`src/rtl/core/irenc_pkg.sv`:
```
// ----------------------------------------------------------------------------
// Roman numeral encoder package
// Shared widths, letter codes, control word types, the weight table and the
// microprogram store of the encoder.
// ----------------------------------------------------------------------------
package irenc_pkg;

   localparam int unsigned VALUE_W  = 16;
   localparam int unsigned SYM_W    = 7;
   localparam int unsigned PC_W     = 5;
   localparam int unsigned WIDX_W   = 4;
   localparam int unsigned WEIGHT_W = 10;

   localparam logic [VALUE_W-1:0] MAX_VALUE = VALUE_W'(3999);

   // ASCII codes of the numeral letters.
   localparam logic [SYM_W-1:0] CH_NONE = 7'h00;
   localparam logic [SYM_W-1:0] CH_I    = 7'h49;
   localparam logic [SYM_W-1:0] CH_V    = 7'h56;
   localparam logic [SYM_W-1:0] CH_X    = 7'h58;
   localparam logic [SYM_W-1:0] CH_L    = 7'h4C;
   localparam logic [SYM_W-1:0] CH_C    = 7'h43;
   localparam logic [SYM_W-1:0] CH_D    = 7'h44;
   localparam logic [SYM_W-1:0] CH_M    = 7'h4D;

   typedef logic [PC_W-1:0] pc_type;

   // Program entry point, where the sequencer waits for the next value.
   localparam pc_type START_ADDR = PC_W'(0);

   typedef enum logic [2:0] {
      OP_LOAD,    // wait for an input transfer and capture the value
      OP_CHECK,   // reject zero and out-of-range values
      OP_SINGLE,  // single-letter entry, repeats while it fits
      OP_PAIR_A,  // first letter of a subtractive pair
      OP_PAIR_B   // second letter of a subtractive pair, then subtract
   } op_type;

   typedef struct packed {
      op_type              op;
      logic [WIDX_W-1:0]   widx;
      logic [SYM_W-1:0]    sym;
      pc_type              jmp;
   } uword_type;

   // Sequencer to datapath commands.
   typedef struct packed {
      logic                load;
      logic                emit;
      logic                sub;
      logic [WIDX_W-1:0]   widx;
      logic [SYM_W-1:0]    sym;
      logic                last;
      logic                empty_res;
      logic                error;
   } dp_cmd_type;

   // Datapath to sequencer status.
   typedef struct packed {
      logic                ge;
      logic                diff_zero;
      logic                is_zero;
      logic                too_big;
      logic                slot_free;
   } dp_stat_type;

   function automatic logic [WEIGHT_W-1:0] weight(input logic [WIDX_W-1:0] widx);
      logic [WEIGHT_W-1:0] w;
      case (widx)
         4'd0:    w = WEIGHT_W'(1000);
         4'd1:    w = WEIGHT_W'(900);
         4'd2:    w = WEIGHT_W'(500);
         4'd3:    w = WEIGHT_W'(400);
         4'd4:    w = WEIGHT_W'(100);
         4'd5:    w = WEIGHT_W'(90);
         4'd6:    w = WEIGHT_W'(50);
         4'd7:    w = WEIGHT_W'(40);
         4'd8:    w = WEIGHT_W'(10);
         4'd9:    w = WEIGHT_W'(9);
         4'd10:   w = WEIGHT_W'(5);
         4'd11:   w = WEIGHT_W'(4);
         default: w = WEIGHT_W'(1);
      endcase
      return w;
   endfunction

   function automatic uword_type mk(input op_type op, input int unsigned widx,
                                    input logic [SYM_W-1:0] sym, input int unsigned jmp);
      uword_type u;
      u.op   = op;
      u.widx = WIDX_W'(widx);
      u.sym  = sym;
      u.jmp  = PC_W'(jmp);
      return u;
   endfunction

   // Microprogram. A pair's first word jumps past its second word when the
   // weight does not fit.
   function automatic uword_type ucode(input pc_type pc);
      uword_type u;
      case (pc)
         5'd0:    u = mk(OP_LOAD,    0,  CH_NONE, 0);
         5'd1:    u = mk(OP_CHECK,   0,  CH_NONE, 0);
         5'd2:    u = mk(OP_SINGLE,  0,  CH_M,    0);
         5'd3:    u = mk(OP_PAIR_A,  1,  CH_C,    5);
         5'd4:    u = mk(OP_PAIR_B,  1,  CH_M,    0);
         5'd5:    u = mk(OP_SINGLE,  2,  CH_D,    0);
         5'd6:    u = mk(OP_PAIR_A,  3,  CH_C,    8);
         5'd7:    u = mk(OP_PAIR_B,  3,  CH_D,    0);
         5'd8:    u = mk(OP_SINGLE,  4,  CH_C,    0);
         5'd9:    u = mk(OP_PAIR_A,  5,  CH_X,    11);
         5'd10:   u = mk(OP_PAIR_B,  5,  CH_C,    0);
         5'd11:   u = mk(OP_SINGLE,  6,  CH_L,    0);
         5'd12:   u = mk(OP_PAIR_A,  7,  CH_X,    14);
         5'd13:   u = mk(OP_PAIR_B,  7,  CH_L,    0);
         5'd14:   u = mk(OP_SINGLE,  8,  CH_X,    0);
         5'd15:   u = mk(OP_PAIR_A,  9,  CH_I,    17);
         5'd16:   u = mk(OP_PAIR_B,  9,  CH_X,    0);
         5'd17:   u = mk(OP_SINGLE,  10, CH_V,    0);
         5'd18:   u = mk(OP_PAIR_A,  11, CH_I,    20);
         5'd19:   u = mk(OP_PAIR_B,  11, CH_V,    0);
         5'd20:   u = mk(OP_SINGLE,  12, CH_I,    0);
         default: u = mk(OP_LOAD,    0,  CH_NONE, 0);
      endcase
      return u;
   endfunction

endpackage

```
`src/rtl/core/irenc_req_if.sv`:
```
// ----------------------------------------------------------------------------
// Roman numeral encoder request channel
// Valid/ready channel that carries one value to convert.
// ----------------------------------------------------------------------------
interface irenc_req_if;
   logic                            valid;
   logic                            ready;
   logic [irenc_pkg::VALUE_W-1:0]   value;

   modport source (output valid, output value, input ready);
   modport sink   (input valid, input value, output ready);
endinterface

```
`src/rtl/core/irenc_rsp_if.sv`:
```
// ----------------------------------------------------------------------------
// Roman numeral encoder response channel
// Valid/ready channel that carries one numeral letter with its flags.
// ----------------------------------------------------------------------------
interface irenc_rsp_if;
   logic                            valid;
   logic                            ready;
   logic [irenc_pkg::SYM_W-1:0]     symbol;
   logic                            last;
   logic                            empty_res;
   logic                            error;

   modport source (output valid, output symbol, output last, output empty_res,
                   output error, input ready);
   modport sink   (input valid, input symbol, input last, input empty_res,
                   input error, output ready);
endinterface

```
`src/rtl/core/irenc_seq.sv`:
```
// ----------------------------------------------------------------------------
// Roman numeral encoder sequencer
// Step counter over the microprogram store; decodes each control word into
// datapath commands and picks the next step.
// ----------------------------------------------------------------------------
module irenc_seq (
   input  logic                   clock,
   input  logic                   reset,
   input  logic                   req_valid,
   output logic                   req_ready,
   input  irenc_pkg::dp_stat_type stat,
   output irenc_pkg::dp_cmd_type  cmd
);

   irenc_pkg::pc_type    pc_ff;
   irenc_pkg::pc_type    pc_in;
   irenc_pkg::pc_type    pc_next;
   irenc_pkg::uword_type word;

   always_ff @(posedge clock) begin
      if (reset) begin
         pc_ff <= irenc_pkg::START_ADDR;
      end else begin
         pc_ff <= pc_in;
      end
   end

   assign word    = irenc_pkg::ucode(pc_ff);
   assign pc_next = pc_ff + irenc_pkg::PC_W'(1);

   always_comb begin
      cmd           = '0;
      cmd.widx      = word.widx;
      cmd.sym       = word.sym;
      req_ready     = 1'b0;
      pc_in         = pc_ff;
      case (word.op)
         irenc_pkg::OP_LOAD: begin
            req_ready = 1'b1;
            if (req_valid) begin
               cmd.load = 1'b1;
               pc_in    = pc_next;
            end
         end
         irenc_pkg::OP_CHECK: begin
            if (stat.is_zero || stat.too_big) begin
               if (stat.slot_free) begin
                  cmd.emit      = 1'b1;
                  cmd.sym       = irenc_pkg::CH_NONE;
                  cmd.last      = 1'b1;
                  cmd.empty_res = stat.is_zero;
                  cmd.error     = stat.too_big;
                  pc_in         = irenc_pkg::START_ADDR;
               end
            end else begin
               pc_in = pc_next;
            end
         end
         irenc_pkg::OP_SINGLE: begin
            if (stat.ge) begin
               if (stat.slot_free) begin
                  cmd.emit = 1'b1;
                  cmd.sub  = 1'b1;
                  cmd.last = stat.diff_zero;
                  if (stat.diff_zero) begin
                     pc_in = irenc_pkg::START_ADDR;
                  end
               end
            end else begin
               pc_in = pc_next;
            end
         end
         irenc_pkg::OP_PAIR_A: begin
            if (stat.ge) begin
               if (stat.slot_free) begin
                  cmd.emit = 1'b1;
                  pc_in    = pc_next;
               end
            end else begin
               pc_in = word.jmp;
            end
         end
         irenc_pkg::OP_PAIR_B: begin
            if (stat.slot_free) begin
               cmd.emit = 1'b1;
               cmd.sub  = 1'b1;
               cmd.last = stat.diff_zero;
               pc_in    = stat.diff_zero ? irenc_pkg::START_ADDR : pc_next;
            end
         end
         default: begin
            pc_in = irenc_pkg::START_ADDR;
         end
      endcase
   end

endmodule

```
`src/rtl/core/irenc_dp.sv`:
```
// ----------------------------------------------------------------------------
// Roman numeral encoder datapath
// Remainder register with one compare and subtract against the selected
// table weight, plus the registered output slot.
// ----------------------------------------------------------------------------
module irenc_dp (
   input  logic                          clock,
   input  logic                          reset,
   input  logic [irenc_pkg::VALUE_W-1:0] req_value,
   input  irenc_pkg::dp_cmd_type         cmd,
   output irenc_pkg::dp_stat_type        stat,
   output logic                          rsp_valid,
   input  logic                          rsp_ready,
   output logic [irenc_pkg::SYM_W-1:0]   rsp_symbol,
   output logic                          rsp_last,
   output logic                          rsp_empty_res,
   output logic                          rsp_error
);

   logic [irenc_pkg::VALUE_W-1:0] rest_ff;
   logic [irenc_pkg::VALUE_W-1:0] rest_in;
   logic [irenc_pkg::VALUE_W-1:0] wt;
   logic [irenc_pkg::VALUE_W-1:0] diff;
   logic                          out_valid_ff;
   logic                          out_valid_in;
   logic [irenc_pkg::SYM_W-1:0]   sym_ff;
   logic                          last_ff;
   logic                          empty_ff;
   logic                          error_ff;

   assign wt   = irenc_pkg::VALUE_W'(irenc_pkg::weight(cmd.widx));
   assign diff = rest_ff - wt;

   assign stat.ge        = (rest_ff >= wt);
   assign stat.diff_zero = (diff == '0);
   assign stat.is_zero   = (rest_ff == '0);
   assign stat.too_big   = (rest_ff > irenc_pkg::MAX_VALUE);
   assign stat.slot_free = !out_valid_ff || rsp_ready;

   always_comb begin
      rest_in = rest_ff;
      if (cmd.load) begin
         rest_in = req_value;
      end else if (cmd.sub) begin
         rest_in = diff;
      end
   end

   always_comb begin
      out_valid_in = out_valid_ff && !rsp_ready;
      if (cmd.emit) begin
         out_valid_in = 1'b1;
      end
   end

   always_ff @(posedge clock) begin
      if (reset) begin
         out_valid_ff <= 1'b0;
      end else begin
         out_valid_ff <= out_valid_in;
      end
   end

   always_ff @(posedge clock) begin
      rest_ff <= rest_in;
      if (cmd.emit) begin
         sym_ff   <= cmd.sym;
         last_ff  <= cmd.last;
         empty_ff <= cmd.empty_res;
         error_ff <= cmd.error;
      end
   end

   assign rsp_valid     = out_valid_ff;
   assign rsp_symbol    = sym_ff;
   assign rsp_last      = last_ff;
   assign rsp_empty_res = empty_ff;
   assign rsp_error     = error_ff;

endmodule

```
`src/rtl/core/integer_to_roman_encoder.sv`:
```
// ----------------------------------------------------------------------------
// Integer to Roman numeral encoder
// Converts one unsigned value per request into a run of ASCII numeral
// letters, one per response transfer, under microprogram control.
// ----------------------------------------------------------------------------
// Usage:
//   The req channel moves one 16-bit value per transfer. The rsp channel
//   returns the numeral one letter per transfer, greedy from M down to I,
//   with last set on the final letter. A zero value returns a single
//   transfer with empty_res set; a value above 3999 returns a single
//   transfer with error set. In both cases symbol is zero.
//   The sequencer accepts the value at its load step, checks its range at
//   the check step, then walks the table, emitting each letter and passing
//   over each table step that does not fit. A zero or out-of-range value
//   has its single letter emitted by the check step; a valid value has its
//   first letter emitted by the first table step that fits. The pace is
//   set by the microprogram, which walks the 13-entry weight table one
//   control word per cycle while the receiver takes each letter, through a
//   single compare-and-subtract unit.
//   Only one value is in work at a time: req.ready is high only while the
//   sequencer sits at its entry step.
//   A stalled receiver holds the letter in the output register and the
//   sequencer waits on the step of the next letter; nothing is dropped.
//   Synchronous reset returns the sequencer to its entry step and empties
//   the output register.
// ----------------------------------------------------------------------------
module integer_to_roman_encoder (
   input  logic        clock,
   input  logic        reset,
   irenc_req_if.sink   req,
   irenc_rsp_if.source rsp
);

   // Control words flow from the sequencer; compare results flow back.
   irenc_pkg::dp_cmd_type  cmd;
   irenc_pkg::dp_stat_type stat;

   irenc_seq u_seq (
      .clock     (clock),
      .reset     (reset),
      .req_valid (req.valid),
      .req_ready (req.ready),
      .stat      (stat),
      .cmd       (cmd)
   );

   // The datapath owns the remainder and the output register, so the
   // response channel is driven from flops only.
   irenc_dp u_dp (
      .clock         (clock),
      .reset         (reset),
      .req_value     (req.value),
      .cmd           (cmd),
      .stat          (stat),
      .rsp_valid     (rsp.valid),
      .rsp_ready     (rsp.ready),
      .rsp_symbol    (rsp.symbol),
      .rsp_last      (rsp.last),
      .rsp_empty_res (rsp.empty_res),
      .rsp_error     (rsp.error)
   );

endmodule
```
`src/flat_wrapper.sv`:
```
// flat-port wrapper written by rule: the top's interface ports become plain ports
module integer_to_roman_encoder_flat 
  (clock, reset, req_valid, req_value, req_ready, rsp_valid, rsp_symbol, rsp_last, rsp_empty_res, rsp_error, rsp_ready);
  irenc_req_if req_i ();
  irenc_rsp_if rsp_i ();
  input  logic clock;
  input  logic reset;
  input wire logic [$bits(req_i.valid)-1:0] req_valid;
  input wire logic [$bits(req_i.value)-1:0] req_value;
  output wire logic [$bits(req_i.ready)-1:0] req_ready;
  output wire logic [$bits(rsp_i.valid)-1:0] rsp_valid;
  output wire logic [$bits(rsp_i.symbol)-1:0] rsp_symbol;
  output wire logic [$bits(rsp_i.last)-1:0] rsp_last;
  output wire logic [$bits(rsp_i.empty_res)-1:0] rsp_empty_res;
  output wire logic [$bits(rsp_i.error)-1:0] rsp_error;
  input wire logic [$bits(rsp_i.ready)-1:0] rsp_ready;
  assign req_i.valid = req_valid;
  assign req_i.value = req_value;
  assign req_ready = req_i.ready;
  assign rsp_valid = rsp_i.valid;
  assign rsp_symbol = rsp_i.symbol;
  assign rsp_last = rsp_i.last;
  assign rsp_empty_res = rsp_i.empty_res;
  assign rsp_error = rsp_i.error;
  assign rsp_i.ready = rsp_ready;
  integer_to_roman_encoder u_core (.clock(clock), .reset(reset), .req(req_i), .rsp(rsp_i));
endmodule
```
`config.mk`:
```
export PLATFORM = sky130hd
export DESIGN_NAME = integer_to_roman_encoder_flat
export DESIGN_NICKNAME = d
export VERILOG_FILES = /design/src/rtl/core/irenc_pkg.sv /design/src/rtl/core/irenc_req_if.sv /design/src/rtl/core/irenc_rsp_if.sv /design/src/rtl/core/irenc_seq.sv /design/src/rtl/core/irenc_dp.sv /design/src/rtl/core/integer_to_roman_encoder.sv /design/src/flat_wrapper.sv
export SDC_FILE = /design/constraint.sdc
export NUM_CORES = 1
export LEC_CHECK = 0
export BUFFER_PORTS_ARGS = -buffer_cell sky130_fd_sc_hd__buf_2
export CORE_MARGIN = 5
export CORE_UTILIZATION = 55
export CTS_CLUSTER_DIAMETER = 150
export DETAILED_ROUTE_END_ITERATION = 16
export PLACE_DENSITY = 0.73
export SYNTH_ARGS = -nofsm -noshare
export SYNTH_HDL_FRONTEND = slang
export SYNTH_SLANG_ARGS = --single-unit
export TNS_END_PERCENT = 100
```
`constraint.sdc`:
```
create_clock -name clock -period 8.75 [get_ports clock]
set_input_delay 1.3125 -clock clock [delete_from_list [all_inputs] [get_ports clock]]
set_output_delay 1.3125 -clock clock [all_outputs]
set_load 0.03 [all_outputs]
```
==> results_dict.tcl <==
set metrics [dict create \
    place.gp.congestion 0.930 \
    power_density_nw_per_um2 408 \
    fin_util_pct 61.4 \
    cts_sinks 49 \
    switching_share_pct 49.9 \
    critPathArrivalTime_ns 6.39 \
    die_y_um 91.9 \
    cts_setup_buffers 0 \
    cp_cell_sequence "inv_1 -> ha_1 -> nor2_1 -> nor2_1 -> ha_1 -> fa_1 -> nand2b_1 -> a211oi_2 -> mux2_2 -> or2_2 -> nor4b_1 -> nand4b_1 -> a21oi_1 -> mux2i_1 -> nor2_1 -> ha_1 -> inv_1 -> or4_1 -> o31a_1 -> o21ai_0" \
    cts_tree "done" \
    wirelength_um 9360 \
    crit_path_end_kind "flop" \
    use_met1_pct 33.3 \
    areaGrowthSynthToFinish_pct 6.89 \
    drive_above_1_share_pct 12.1 \
    min_path_type "reg2reg" \
    synth-seq-cells 49 \
    grt_use_met2_pct 32.9 \
    grt_pass1_vias 3028 \
    synth.area.mux_share_pct 2.95 \
    synth_most_common_cell "nand2_1" \
    clock_skew_ns 0.00468 \
    slew_violations 0 \
    p_comb_share_pct 63.4 \
    synth-compound-area-share_pct 23.9 \
    rows 29 \
    htreeDepth 2 \
    grt_max_degree 25 \
    yosysWarnings 0 \
    synth.distinct_cells 67 \
    die_x_um 91.9 \
    yosys.area_share.adder_pct 7.67 \
    antenna_found_initial 0 \
    drcViolationCount 0 \
    async_reset_ff_share_pct 0 \
    cp_num_buf_inv 2 \
    critPathMaxStageDelay_ns 0.81 \
    clk_path_buf_depth 2 \
    holdPathStages 1 \
    worstSetupPathType "reg2reg" \
    rsz0062_at_grt "false" \
    ios 32 \
    leakage_nw 1.57 \
    postSynthCellCount 444 \
    outcome "completed" \
    grt_usage_pct 22.0 \
    root_buffer "clkbuf_8" \
    initialDrtViolationCount 472 \
    reg2reg_depth 20 \
    grt_pass1_wl_um 15100 \
    synth_top_area_cell "edfxtp_1" \
    via_per_inst 6.35 \
    slew_headroom_pct 31.3 \
    post_drt_wl_per_cell_um 17.4 \
    drt-pass1-iter-count 5 \
    synthSimpleGateAreaFrac_pct 24.4 \
    max_freq_ghz 0.162 \
    start_util_pct 57.4 \
    max_cap_violations 0 \
    yosys.area_share.xor_xnor_pct 3.09 \
    synth_top_family_by_area "simple AND/OR/NAND/NOR gates" \
    synth_edf_count 25 \
    yosys-top-cells-count "47 x nand2_1, 45 x nor2_1, 40 x o21ai_0, 25 x edfxtp_1, 24 x dfxtp_1" \
    cts_made_buffers 5 \
    power_frac_seq_pct 27.8 \
    ctsResizeCount 0 \
    finalInstanceArea_um2 3940 \
    synth_top_area_share_pct 20.4 \
    dpl_cell_area_um2 3850 \
    critPathMaxFanout 11 \
    die_area_um2 8440 \
    cp.depth 20 \
    internal_power_w 0.000806 \
    ys.flop_type "edfxtp_1" \
    crit_required_ns 8.99 \
    core_um2 6420 \
    diodes 0 \
    nNetsFinal 503 \
    tns_ns 0 \
    vias 3423 \
    finalCritPeriodShare_pct 70.4 \
    crit_slowest_cell "a21oi_1" \
    overflow 0 \
    clk-insertion-delay-late_ns 0.31 \
    worst_pin_slew_ns 1.03 \
    syn_area_um2 3690 \
    antenna_left 0 \
    syn_avg_cell_area_um2 8.31 \
    clk_pin_slew_ns 0.09 \
    critPathLaunchType "flop" \
    syn_nets 486 \
    io_buffer_count 30 \
    cpLargestDelayFamily "simple AND/OR/NAND/NOR gates" \
    synth-seq-area-share_pct 33.4 \
    fin_crit_ns 6.16 \
    grt_busiest_layer "met1" \
    power_frac_clock_pct 8.7 \
    vdd_drop_max_uv 198 \
    power.total_w 0.00161 \
    setup_violations 0 \
    cts_hold_buf 0 \
    p_sw_w 0.000802 \
    hpwlAfterDp_um 7140 \
    finalHoldViolations 0 \
    yosys-top-cells-area "edfxtp_1 20%, dfxtp_1 13%, ha_1 7.1%, o21ai_0 5.4%, nand2_1 4.8%" \
    globalRouteMet3Util_pct 3.03 \
]
## per-stage QoR
stage	setup slack [ns]	hold WS, ns	cells
global placement	2.92	0.497	531
floorplan	3.60	0.494	444
detailed placement	2.71	0.516	531
finish	2.59	0.529	539
CTS	2.66	0.539	539
global route	2.24	0.569	539
## registers in the layout, summed over array words and instances (netlist names)
register / cells
u_core.u_dp.rsp_error: 1
u_core.u_dp.rsp_valid: 1
u_core.u_seq.pc_ff: 5
u_core.u_dp.rsp_symbol: 6
u_core.u_dp.rsp_last: 1
u_core.u_seq.word: 18
u_core.u_dp.rsp_empty_res: 1
u_core.u_dp.rest_ff: 16
## worst register-to-register path, delay by kind of cell (launching register included)
family / cells / cell delay, ns
simple gates: 8 / 2.18
fa+ha+maj: 4 / 1.22
compound gates: 4 / 1.46
buf+inv: 2 / 0.17
flops: 1 / 0.38
mux: 2 / 0.68
## layout by cell type (no fill, tap or decap), types with 8 or more instances in the layout
cell,instances
nand2_1,47
nor2_1,45
o21ai_0,40
buf_2,30
edfxtp_1,25
dfxtp_1,24
inv_1,22
ha_1,21
a21oi_1,19
nor3_1,13
nor2b_1,11
nand4_1,10
nand3_1,9
and3_1,8
## path summary, 6_finish.rpt
check	startpoint	end	slack, ns
max	u_core.u_seq.word[13]	u_core.u_seq.word[2]	2.59
min	u_core.u_seq.word[8]	u_core.u_dp.rsp_symbol[3]	0.53
max reg2reg	u_core.u_seq.word[13]	u_core.u_seq.word[2]	2.59
min reg2reg	u_core.u_seq.word[8]	u_core.u_dp.rsp_symbol[3]	0.53
## power groups by stage
stage / registers (W) / clock network [W] / logic [W]
6_report: 0.000448 / 0.000140 / 0.00102
5_1_grt: 0.000460 / 0.000152 / 0.00111
4_1_cts: 0.000445 / 0.000144 / 0.00100
3_5_place_dp: 0.000449 / 0 / 0.000995
3_3_place_gp: 0.000448 / 0 / 0.000994
2_1_floorplan: 0.000454 / 0 / 0.000764
## area by class of cell
type / instances / area, µm²
inverter: 22 / 82.6
fill: 568 / 2480
sequential: 49 / 1230
tap: 77 / 96.3
timing repair buffer: 30 / 150
clock buffer: 5 / 68.8
multi-input combinational: 353 / 2290
clock inverter: 3 / 25.0
## routing by layer
metal,up-vias,wire length (µm)
li1,1674,-
met1,1589,4390
met2,148,4100
met5,-,0
met3,12,750
met4,0,112
## logic make-up (layout without fill, tap and decap cells)
logic type,after synthesis,in the layout
other,1,1
flip-flops,49,49
AND/OR/NAND/NOR,179,179
adder cells (fa/ha/maj),22,22
buffers and inverters,42,60
AO/OA/AOI/OAI,128,128
XOR/XNOR,13,13
multiplexers,10,10
No activity file was read; power rests on OpenSTA's default activity.
